==> config.mk <==
export PLATFORM = sky130hd
export DESIGN_NAME = keypad_matrix_scan_debounce_top
export DESIGN_NICKNAME = d
export VERILOG_FILES = /design/src/rtl/kmsd_pkg.sv /design/src/rtl/keypad_matrix_scan_debounce_top.sv
export SDC_FILE = /design/constraint.sdc
export NUM_CORES = 1
export LEC_CHECK = 0
export ABC_AREA = 1
export BUFFER_PORTS_ARGS = -buffer_cell sky130_fd_sc_hd__buf_4
export CAP_MARGIN = 40
export CORE_AREA = 4 4 128 191
export DETAILED_ROUTE_END_ITERATION = 8
export DIE_AREA = 0 0 132 195
export PLACE_DENSITY = 0.59
export SYNTH_ARGS = -nofsm -noshare
export SYNTH_HDL_FRONTEND = slang
export SYNTH_SLANG_ARGS = --single-unit
==> constraint.sdc <==
create_clock -name clk -period 6.2 [get_ports clk]
set_clock_uncertainty 0.2 [all_clocks]
set_input_delay 0.31 -clock clk [delete_from_list [all_inputs] [get_ports clk]]
set_output_delay 0.31 -clock clk [all_outputs]
set_load 0.005 [all_outputs]
==> src/rtl/kmsd_pkg.sv <==
`timescale 1ns / 1ps

package kmsd_pkg;

  // Default matrix geometry.
  localparam int ROWS_DEF = 4;
  localparam int COLS_DEF = 3;

  // Fixed field widths.
  localparam int LEVELS_W   = 3;
  localparam int CODE_W     = 4;
  localparam int ROW_OUT_W  = 2;
  localparam int DRIVE_W    = 4;
  localparam int DBL_W      = 4;
  localparam int HIST_W     = 8;
  localparam int MAP_ENTRIES = 12;
  localparam int KEYMAP_W   = MAP_ENTRIES * CODE_W;
  localparam int MAX_RES    = 3;
  localparam int CFG_IDX_W  = 2;

  // Register reset values.
  localparam logic [DBL_W-1:0]    DEBOUNCE_RESET = 4'd4;
  localparam logic [KEYMAP_W-1:0] KEYMAP_RESET   = 48'hC0A9_8765_4321;

  // Configuration register indexes.
  typedef enum logic [CFG_IDX_W-1:0] {
    CFG_DEBOUNCE_LEN = 2'd0,
    CFG_KEY_MAP      = 2'd1
  } cfg_reg_t;

endpackage

==> src/rtl/keypad_matrix_scan_debounce_top.sv <==
`timescale 1ns / 1ps
// The results of a scan tick are registered and presented in the cycle after its transfer.
// A tick yields one to three results, shown one per cycle from the result buffer
// while out_ready is high; the next tick is taken in the cycle its predecessor's
// last result leaves.
// Reset (synchronous, active low) clears all key histories, key states, the row index
// and the result buffer control, and loads debounce_len = 4 and the default key map.
module keypad_matrix_scan_debounce_top #(
  parameter int ROWS = kmsd_pkg::ROWS_DEF,
  parameter int COLS = kmsd_pkg::COLS_DEF
) (
  input  logic                          clk,
  input  logic                          rst_n,
  // Scan tick input channel.
  input  logic                          in_valid,
  output logic                          in_ready,
  input  logic [kmsd_pkg::LEVELS_W-1:0] in_column_levels,
  // Result channel.
  output logic                          out_valid,
  input  logic                          out_ready,
  output logic                          out_key_valid,
  output logic [kmsd_pkg::CODE_W-1:0]   out_key_code,
  output logic [kmsd_pkg::ROW_OUT_W-1:0] out_scanned_row,
  output logic [kmsd_pkg::DRIVE_W-1:0]  out_row_drive,
  output logic                          out_last,
  // Configuration write channel.
  input  logic                          cfg_valid,
  output logic                          cfg_ready,
  input  logic [kmsd_pkg::CFG_IDX_W-1:0] cfg_index,
  input  logic [kmsd_pkg::KEYMAP_W-1:0] cfg_data
);

  import kmsd_pkg::*;

  localparam int RW    = $clog2(ROWS);
  localparam int ROW_V = COLS * HIST_W;

  // Configuration registers.
  logic [DBL_W-1:0]    debounce_len_r;
  logic [KEYMAP_W-1:0] key_map_r;

  // Per-row key state: each row holds the histories and pressed flags of its keys.
  logic [ROW_V-1:0] hist_r  [ROWS];
  logic [COLS-1:0]  press_r [ROWS];
  logic [RW-1:0]    row_idx_r;

  // Result buffer for the tick being delivered.
  logic                busy_r;
  logic                any_r;
  logic [1:0]          res_cnt_r;
  logic [1:0]          res_pos_r;
  logic [CODE_W-1:0]   res_code_r [MAX_RES];
  logic [ROW_OUT_W-1:0] res_row_r;
  logic [DRIVE_W-1:0]  res_drive_r;

  // Combinational results of the current tick.
  logic [ROW_V-1:0]    hist_nxt;
  logic [COLS-1:0]     press_nxt;
  logic [1:0]          cnt_nxt;
  logic [CODE_W-1:0]   code_nxt [MAX_RES];
  logic [RW-1:0]       row_nxt;
  logic [DRIVE_W-1:0]  drive_nxt;
  logic [HIST_W-1:0]   mask;
  logic [COLS-1:0]     levels;
  logic                in_xfer;
  logic                out_xfer;

  assign levels    = COLS'(in_column_levels);
  assign cfg_ready = 1'b1;
  assign in_xfer   = in_valid && in_ready;
  assign out_xfer  = out_valid && out_ready;

  // A new tick may enter while the final result of the previous one is taken.
  assign in_ready  = !busy_r || (out_ready && out_last);

  // Debounce window: the low debounce_len bits, clamped to 1..8.
  always_comb begin
    logic [DBL_W-1:0] n;
    n = debounce_len_r;
    if (n == '0) begin
      n = DBL_W'(1);
    end else if (n > DBL_W'(HIST_W)) begin
      n = DBL_W'(HIST_W);
    end
    for (int b = 0; b < HIST_W; b++) begin
      mask[b] = (DBL_W'(b) < n);
    end
  end

  // Shift the sampled levels into the row's histories, update the key states
  // and collect the codes of up to three newly pressed keys in column order.
  always_comb begin
    logic [ROW_V-1:0]  row_hist;
    logic [COLS-1:0]   row_press;
    logic [HIST_W-1:0] h;
    logic              full;
    logic              empty;
    int                idx;
    row_hist  = hist_r[row_idx_r];
    row_press = press_r[row_idx_r];
    hist_nxt  = row_hist;
    press_nxt = row_press;
    cnt_nxt   = 2'd0;
    idx       = 0;
    for (int k = 0; k < MAX_RES; k++) begin
      code_nxt[k] = '0;
    end
    for (int c = 0; c < COLS; c++) begin
      h     = {row_hist[c*HIST_W +: HIST_W-1], levels[c]};
      full  = ((h & mask) == mask);
      empty = ((h & mask) == '0);
      hist_nxt[c*HIST_W +: HIST_W] = h;
      if (full) begin
        press_nxt[c] = 1'b1;
      end else if (empty) begin
        press_nxt[c] = 1'b0;
      end
      if (full && !row_press[c] && (cnt_nxt < 2'(MAX_RES))) begin
        idx = int'(row_idx_r) * COLS + c;
        for (int e = 0; e < MAP_ENTRIES; e++) begin
          if (idx == e) begin
            code_nxt[cnt_nxt] = key_map_r[e*CODE_W +: CODE_W];
          end
        end
        cnt_nxt = cnt_nxt + 2'd1;
      end
    end
  end

  // Next row and its one-hot drive; rows beyond the drive width drive nothing.
  always_comb begin
    logic [7:0] next8;
    if (row_idx_r == RW'(ROWS - 1)) begin
      row_nxt = '0;
    end else begin
      row_nxt = row_idx_r + RW'(1);
    end
    next8 = 8'(row_nxt);
    for (int b = 0; b < DRIVE_W; b++) begin
      drive_nxt[b] = (next8 == 8'(b));
    end
  end

  // Configuration writes; unknown indexes are dropped.
  always_ff @(posedge clk) begin
    if (!rst_n) begin
      debounce_len_r <= DEBOUNCE_RESET;
      key_map_r      <= KEYMAP_RESET;
    end else if (cfg_valid && cfg_ready) begin
      case (cfg_index)
        CFG_DEBOUNCE_LEN: debounce_len_r <= cfg_data[DBL_W-1:0];
        CFG_KEY_MAP:      key_map_r      <= cfg_data;
        default:          ;
      endcase
    end
  end

  // Key state and row pointer advance on each accepted tick.
  always_ff @(posedge clk) begin
    if (!rst_n) begin
      for (int r = 0; r < ROWS; r++) begin
        hist_r[r]  <= '0;
        press_r[r] <= '0;
      end
      row_idx_r <= '0;
    end else if (in_xfer) begin
      hist_r[row_idx_r]  <= hist_nxt;
      press_r[row_idx_r] <= press_nxt;
      row_idx_r          <= row_nxt;
    end
  end

  // Result buffer control. A tick with no new press still produces one result.
  always_ff @(posedge clk) begin
    if (!rst_n) begin
      busy_r    <= 1'b0;
      any_r     <= 1'b0;
      res_cnt_r <= 2'd0;
      res_pos_r <= 2'd0;
    end else if (in_xfer) begin
      busy_r    <= 1'b1;
      any_r     <= (cnt_nxt != 2'd0);
      res_cnt_r <= (cnt_nxt == 2'd0) ? 2'd1 : cnt_nxt;
      res_pos_r <= 2'd0;
    end else if (out_xfer) begin
      if (out_last) begin
        busy_r <= 1'b0;
      end else begin
        res_pos_r <= res_pos_r + 2'd1;
      end
    end
  end

  // Result payload, loaded with each accepted tick.
  always_ff @(posedge clk) begin
    if (in_xfer) begin
      for (int k = 0; k < MAX_RES; k++) begin
        res_code_r[k] <= code_nxt[k];
      end
      res_row_r   <= ROW_OUT_W'(row_idx_r);
      res_drive_r <= drive_nxt;
    end
  end

  assign out_valid       = busy_r;
  assign out_key_valid   = any_r;
  assign out_key_code    = any_r ? res_code_r[res_pos_r] : '0;
  assign out_scanned_row = res_row_r;
  assign out_row_drive   = res_drive_r;
  assign out_last        = (res_pos_r == res_cnt_r - 2'd1);

  // A new tick overlaps the buffer only as its final result leaves.
  a_overlap_on_last: assert property (@(posedge clk) disable iff (!rst_n)
    (in_xfer && busy_r) |-> (out_ready && out_last))
    else $error("tick accepted while earlier results were pending");

  // The read position never runs past the number of buffered results.
  a_pos_in_range: assert property (@(posedge clk) disable iff (!rst_n)
    busy_r |-> (res_pos_r < res_cnt_r) && (res_cnt_r != 2'd0))
    else $error("result position out of range");

  // A result that reports no press is the only result of its tick.
  a_idle_single: assert property (@(posedge clk) disable iff (!rst_n)
    (out_valid && !out_key_valid) |-> (out_last && out_key_code == '0))
    else $error("empty result not single or carries a code");

  // The scan pointer moves to the following row exactly when a tick is taken.
  a_row_advance: assert property (@(posedge clk) disable iff (!rst_n)
    in_xfer |=> (row_idx_r == $past(row_nxt)) && $onehot0(out_row_drive))
    else $error("row pointer did not advance correctly");

endmodule
Yosys cells after proc, flatten, opt, wreduce, memory -nomap -nowiden
Memory sizes are Yosys's and may differ from the RTL's. A register that Yosys moved wholly into a read port is not among the register bits. Cells that the tools add are included.

Register bits: 66. Latch bits: 0. Bits in writable memories: 120. Bits in read-only memories: 0. Bits of input ports: 58. Output and inout port bits: 15. Memories: 3.

$add $sub $neg: 7. Multiply operators: 1. Divide/modulo/power cells: 0. Order comparisons: 15. Equality and inequality tests: 42. Shift-type cells: 0. Muxes and demuxes: 123. Bitwise gates (word level): 7. Reductions and logical operators: 35.

Memory list: hist_r (depth 4, bits a word 24, rd ports 1, clocked after Yosys merged registers in 1, wr ports 4, line keypad_matrix_scan_debounce_top.sv:43) `logic [ROW_V-1:0] hist_r [ROWS];`; press_r (depth 4, bits a word 3, rd ports 1, clocked after Yosys merged registers in 1, wr ports 4, line keypad_matrix_scan_debounce_top.sv:44) `logic [COLS-1:0] press_r [ROWS];`; res_code_r (depth 3, bits a word 4, rd ports 1, clocked after Yosys merged registers in 1, wr ports 3, line keypad_matrix_scan_debounce_top.sv:52) `logic [CODE_W-1:0] res_code_r [MAX_RES];`.

Operators by type and width (number): 12-bit 2-to-1 mux (48); 12-bit bitwise mux (24); 32-bit by 4-bit == test with 1-bit output, second input constant (8); 32-bit by 5-bit == test with 1-bit output, second input constant (8); 32-bit by 3-bit == test with 1-bit output, second input constant (4); 32-bit zero test (3); 4-bit 2-to-1 mux (18); 32-bit by 2-bit == test with 1-bit output, second input constant (2); 32-bit by 2-bit adder with 32-bit output, second input constant (1); 8-bit AND (3); 8-bit == test (3); 8-bit zero test (3); 2-bit 2-to-1 mux (12); 24-bit 2-to-1 mux (1); 24-bit OR reduction (1); 5-bit by 3-bit == test with 1-bit output, second input constant (4); 5-bit by 4-bit == test with 1-bit output, second input constant (4); 1-bit 2-to-1 mux (17); 4-bit demux with 2-bit select (2); 3-bit by 4-bit less-than comparator with 1-bit output, first input constant (4); 5-bit by 2-bit == test with 1-bit output, second input constant (2); 1-bit logical AND (10); 2-bit by 1-bit adder with 2-bit output, second input constant (4); 1-bit by 4-bit less-than comparator with 1-bit output, first input constant (2); other kinds (23) (42).

Depth between registers and ports, before layout
Gate-level depths: netlist of the first run.

Depth after elaboration: 87. Depth in mapped cells: 31. Depth with buffers taken out: 30.

Worst setup path after synthesis of the first run
No wires, ideal clock.

Kind: register to register. From: register (tool-made name). To: register res_cnt_r[0]. Setup time: 124 ps. Arrival time: 2733 ps. Required time: 5876 ps. Setup slack: 3143 ps. Stages on the path, launching flop included: 16. Buffers on the path: 5. Clock period less this slack: 3057 ps. Cell sequence: dfxtp_1 buf_6 inv_4 buf_6 buf_6 buf_6 a32o_2 a221oi_1 nand4_1 nor2_2 inv_2 buf_6 fa_1 inv_1 o21ai_0 o21ai_0.

RTL lines: end signal, assigned (line keypad_matrix_scan_debounce_top.sv:183) `res_cnt_r <= (cnt_nxt == 2'd0) ? 2'd1 : cnt_nxt;`; end, declared (line keypad_matrix_scan_debounce_top.sv:50) `logic [1:0] res_cnt_r;`.

==> results of run 1 <==
-- final cells by class --
| cell class | count | area (um2) | share of cell area |
|---|---|---|---|
| Tap cell | 280 | 350 | 0.0299 |
| Timing Repair Buffer | 129 | 1150 | 0.0979 |
| Clock inverter | 13 | 158 | 0.0135 |
| Sequential cell | 178 | 4700 | 0.402 |
| Multi-Input combinational cell | 912 | 4380 | 0.374 |
| Inverter | 141 | 532 | 0.0454 |
| Clock buffer | 19 | 433 | 0.0370 |
-- layer usage --
| metal | part of all wire | up-vias | global-route usage |
|---|---|---|---|
| li1 | - | 4457 | - |
| met1 | 0.37 | 4234 | 0.261 |
| met2 | 0.53 | 346 | 0.450 |
| met3 | 0.042 | 114 | 0.0322 |
| met4 | 0.064 | 0 | 0.151 |
| met5 | 0 | - | 0 |
-- tightest hold or removal path, stage by stage --
cell     delay, ns
buf_4         0.08
o21ai_0       0.12
a21oi_1       0.13
-- cells by family (layout without fill, tap and decap cells) --
group	after synthesis	after routing	synth area share
other	1	1	0.000378
buffers and inverters	195	302	0.0855
DFF	178	178	0.474
AOI/OAI and AO/OA	293	293	0.165
adders and majority gates	12	12	0.0159
and+or+nand+nor	598	598	0.251
xor gates and xnor gates	1	1	0.000882
muxes	7	7	0.00756
-- layout by cell type (no fill, tap or decap), types with 3 or more instances in the layout --
cell,instances
a211oi_1,4
a21oi_1,92
a31oi_1,3
a32o_1,5
buf_4,78
buf_8,3
bufinv_16,3
clkbuf_16,17
clkinv_1,5
dfxtp_1,64
dlygate4sd3_1,46
edfxtp_1,114
ha_1,11
inv_1,133
inv_2,5
inv_6,3
mux2_2,4
mux2i_1,3
nand2_1,341
nand2_2,13
nand3_1,68
nand4_1,3
nor2_1,148
nor2_4,5
nor3_1,5
o211ai_1,12
o21ai_0,130
o21ai_1,15
o22ai_1,13
or2_2,6
-- registers in the layout, indices dropped and copies added, names as in the netlist, named ones only --
name	count
out_scanned_row	2
out_valid	1
res_code_r	12
key_map_r	48
hist_r	84
press_r	12
out_row_drive	4
res_pos_r	2
debounce_len_r	4
row_idx_r	2
res_cnt_r	2
out_key_valid	1
-- metrics by stage --
stage	utilization	area, um2	std cells
after floorplan	-	9930	1285
after global placement	0.461	10600	1589
after detailed placement	0.465	10700	1594
after CTS	0.511	11700	1672
after global routing	0.511	11700	1672
final	0.511	11700	1672
-- power by group through the flow --
stage               Sequential, W  Clock [W]  Combinational [W]
finish                    0.00137    0.00111           0.000611
global route              0.00138    0.00117           0.000678
CTS                       0.00137    0.00113           0.000609
detailed placement        0.00140          0           0.000584
global placement          0.00140          0           0.000574
floorplan                 0.00139          0           0.000398
-- how the worst min path moves through the flow --
stage                       startpoint            end  slack [ns]  cells past startpoint
after CTS                 cfg_data[40]  key_map_r[40]       0.002                      3
after global routing      cfg_data[40]  key_map_r[40]        0.04                      3
final                     cfg_data[40]  key_map_r[40]        0.02                      3
after global placement    key_map_r[5]   key_map_r[5]        0.24                      2
after floorplan           key_map_r[5]   key_map_r[5]        0.23                      2
after detailed placement  key_map_r[5]   key_map_r[5]        0.25                      2
==> reports/metrics.yaml, run 1 <==
power:
  p_leak_nw: 5.18
  net-switching-power_w: 0.000917
  combPwrFrac: 0.198
  peakVddDrop_mv: 0.181
  total_power_w: 0.00309
  powerDensity_nw_per_um2: 264
  pwr-share-seq: 0.444
  internal_power_w: 0.00218
  swShare: 0.296
  p_clk_frac: 0.359
setup_path:
  crit_path_frequent_cell: "nand2_1"
  crit_family: "buffers and inverters"
  reg2reg_depth: 21
  setup.worst_path.start_class: "flop"
  crit_required_ns: 6.20
  slowest_stage: "inv_2"
  path_cells: "buf_4 > inv_2 > o21ai_0 > o22a_1 > nand2_1 > o21ai_1 > nor2_1 > nand4_2 > nor2_4 > ha_1 > nand2_1 > inv_1 > nand2_1 > o221ai_1 > o21ai_1 > nand2_1 > nand2_1 > nand2_1 > nand2_1 > nand2_1 > nand2_1"
  crit_fanout: 49
  slowest_delay_ns: 0.47
  worstSetupPathType: "flop to flop"
  rrSetupSlack_ns: 2.00
  crit_end: "res_code_r[1][2]"
  cp_num_cells: 21
  cp-end-kind: "flop"
  regToRegEndpoint: "res_code_r[1][2]"
  arrival_ns: 4.20
  crit_buf_inv: 3
cts:
  ctsHoldBuffers: 46
  post-cts-setup-buffers: 0
  cts_buffers: 17
  cts-root-buf: "clkbuf_16"
  clkTransAtPathRegs_ns: 0.07
  htreeDepth: 4
  cts_resized: 0
  cts.path.max_buffers: 2
  clk_latency_ns: 0.45
  cts_tree: "built"
  clkSinkCount: 178
yosys:
  synth_ff_type: "edfxtp_1"
  ys_ff_latch: 178
  synth-edff-count: 114
  seq_area_frac_synth: 0.474
  postSynthAreaPerCell_um2: 7.73
  async_reset_ff_frac: 0
  yosysWarnings: 0
  yosysTopAreaCell: "edfxtp_1"
  yosysUniqueCellTypes: 53
  synth_most_common_cell: "nand2_1"
  synth.area.top_cells: "edfxtp_1 34%, dfxtp_1 13%, nand2_1 13%, o21ai_0 6.6%, nor2_1 5.6%"
  synth_top_area_frac: 0.345
  synth_common_cells: "341 x nand2_1, 148 x nor2_1, 134 x inv_1, 130 x o21ai_0, 114 x edfxtp_1"
  synth_cells: 1285
  syn_area_um2: 9930
  synth_fp_nets: 1355
cells_and_area:
  diodes: 0
  final_nets: 1449
  fill_cells: 2261
  final_layout_size_suffix_gt1_frac: 0.114
  area_growth_syn_to_layout_pct: 17.9
floorplan:
  core_um2: 22900
  die_w_um: 132
  initial_core_util: 0.434
  die_h_um: 195
  die-area_um2: 25700
  io_pins: 73
  rows: 68
sta:
  setup_viol: 0
  relSlewSlack: 0.425
  worst_slack_ns: 2.00
  timing.hold.ws_ns: 0.0229
  finalHoldViolCount: 0
  fmax_mhz: 238
  slew_violations: 0
  finalSetupTns_ns: 0
  min_period_ns: 4.20
  worstMarginPinSlew_ns: 0.861
  rsz0062_at_grt: "no"
  post-route-period-util: 0.678
routing:
  drtIter0Drc: 654
  routed_wirelength_mm: 31.1
  drc: 0
  postRouteAntennaNets: 0
  routed_via_density: 5.47
  dr.pass1.iters: 6
  vias: 9151
  post_drt_wl_per_cell_um: 18.6
hold_path:
  hold_path.class: "input pin to flop"
global_routing:
  antenna_found_initial: 0
  track_usage: 0.244
  grt_pass1_vias: 8947
  grt_pass1_wl_mm: 48.8
  grt-ovfl-total: 0
  grt_max_degree: 60
placement:
  portBuffers: 71
  place_hpwl_mm: 22.7
  gp_congestion: 0.979
  place_ws_ns: 2.06
job:
  cap_violations: 0
outcome:
  status: "complete, no violations"
Note: power is estimated with default switching activity, not from simulation.
==> run 2, diff against run 1 <==
- PLACE_DENSITY: 0.59 -> 0.61
- clock period: 6.2 -> 3.57 ns (I/O delays scaled with it)
==> run 2 against run 1 <==
  * Sequential share of layout area down 2.3 points
  * First-iteration DRC count down 2.9%
  * Die area unchanged
  * Fmax up 20%
  * Power up 80%
  * Non-clock buffer count up 87
  * Global-route usage up 1.9 points
  * Combinational power up 100%
  * Via count up 4.2%
  * Critical path depth down 1
  * Routed wire length up 8.8%
  * Final cell count up 5.2%
  * Critical endpoint is now res_code_r[1][1]
  * Largest cell class unchanged
  * Largest power group unchanged
==> reports/metrics.yaml, run 2 (same netlist as run 1, synthesis figures left out) <==
outcome:
  status: "complete, no violations"
sta:
  worstMarginPinSlew_ns: 0.560
  worst_slack_ns: 0.0802
  setup_viol: 0
  fmax_mhz: 287
  finalHoldViolCount: 0
  slew_violations: 0
  post-route-period-util: 0.978
  finalSetupTns_ns: 0
  min_period_ns: 3.49
  relSlewSlack: 0.627
cells_and_area:
  top_regs: "hist_r x84, key_map_r x48"
  final_layout_size_suffix_gt1_frac: 0.164
  largest_register_ffs: 84
  layout_common_cells: "340 x nand2_1, 151 x buf_4, 148 x nor2_1"
  final_common_cell: "nand2_1"
  area_growth_syn_to_layout_pct: 25.3
  top_register: "hist_r"
  final_nets: 1536
  fill_cells: 2223
  diodes: 0
floorplan:
  io_pins: 73
  rows: 68
  die-area_um2: 25700
  initial_core_util: 0.434
  die_w_um: 132
  core_um2: 22900
  die_h_um: 195
cts:
  clkSinkCount: 178
  cts_buffers: 17
  clkTransAtPathRegs_ns: 0.07
  clk_latency_ns: 0.44
  cts.path.max_buffers: 2
  htreeDepth: 4
  cts-root-buf: "clkbuf_16"
  cts_tree: "built"
routing:
  highest_layer: "met4"
  post_drt_wl_per_cell_um: 19.2
  postRouteAntennaNets: 0
  vias: 9535
  met3_length_mm: 1.34
  drtIter0Drc: 635
  dr.pass1.iters: 5
  wl_met1_mm: 12.1
  drc: 0
  routed-wl-met2_mm: 18.1
  routed_via_density: 5.42
  routed_wirelength_mm: 33.8
power:
  peakVddDrop_mv: 0.323
  total_power_w: 0.00556
  powerDensity_nw_per_um2: 447
  p_leak_nw: 5.60
setup_path:
  path_cells: "inv_1 > ha_1 > nand2_1 > nand2_1 > nor2_1 > buf_4 > nand2_1 > nand3_1 > nand3_1 > a21oi_1 > o21ai_1 > a21oi_1 > o21ai_0 > nand2_1 > a21oi_2 > o21ai_1 > nand2_1 > a21oi_1 > o21ai_1 > nand2_1"
  crit_required_ns: 3.68
  slowest_stage: "dfxtp_2"
  slowest_delay_ns: 0.38
  crit_path_frequent_cell: "nand2_1"
  cp-end-kind: "flop"
  crit_family: "compound AO/OA/AOI/OAI gates"
  setup.worst_path.start_class: "flop"
  crit_buf_inv: 2
  crit_fanout: 6
  arrival_ns: 3.60
  worstSetupPathType: "flop to flop"
global_routing:
  track_usage: 0.263
  grt-ovfl-total: 0
  grt_pass1_wl_mm: 52.1
  grt_max_degree: 59
  antenna_found_initial: 0
  grt_pass1_vias: 9523
placement:
  portBuffers: 71
  place_hpwl_mm: 24.4
  place_ws_ns: -0.100
  gp_congestion: 1.05
job:
  cap_violations: 0
hold_path:
  hold_path.class: "input pin to flop"
-- run 2: through the flow --
stage	area [um2]	hold WS, ns	util	instances
finish	12400	0.0729	0.543	1759
global route	12400	0.0797	0.543	1759
CTS	12300	0.0490	0.539	1753
detailed placement	11100	0.193	0.486	1661
global placement	11100	0.192	0.486	1661
floorplan	9930	0.105	-	1285
-- run 2: cell type report --
type                    count  area [um2]  share of cell area
well taps                 280         350              0.0282
inverters                 141         534              0.0430
clock inverters            15         185              0.0149
repair buffers            216        1840               0.148
multi-input cells         912        4390               0.353
clock buffers              17         425              0.0342
flip-flops and latches    178        4710               0.379
-- run 2: per-layer routing --
| layer | vias to the layer above | global-route usage |
|---|---|---|
| li1 | 4634 | - |
| met1 | 4439 | 0.273 |
| met2 | 333 | 0.489 |
| met3 | 129 | 0.0338 |
| met4 | 0 | 0.173 |
| met5 | - | 0 |
-- run 2: final timing paths --
| kind | from | endpoint | slack (ns) | cells past startpoint |
|---|---|---|---|---|
| min | out_ready | res_pos_r[0] | 0.07 | 4 |
| min reg2reg | key_map_r[5] | key_map_r[5] | 0.27 | 2 |
| max | row_idx_r[0] | res_code_r[1][1] | 0.08 | 20 |
| max reg2reg | row_idx_r[0] | res_code_r[1][1] | 0.08 | 20 |
-- run 2: timing repair --
item | 4_1_cts | 5_1_grt
resized for setup | 2 | 14
buffers inserted | 0 | 4
setup endpoints to repair | 1 | 6
hold endpoints to repair | 66 | 0
gates cloned | 0 | 2
pin swaps | 0 | 0
hold buffers | 60 | 0
-- run 2: report_power, final --
part	switching (W)	leakage, nW	total (W)	internal, W
clock	0.000847	0.293	0.00196	0.00111
sequential	0.0000598	1.70	0.00238	0.00232
combinational	0.000762	3.61	0.00122	0.000457
-- run 2: worst min-delay path: stages --
cell	delay, ns
buf_4	0.13
nand3_1	0.11
nor2_1	0.08
nor3_1	0.17
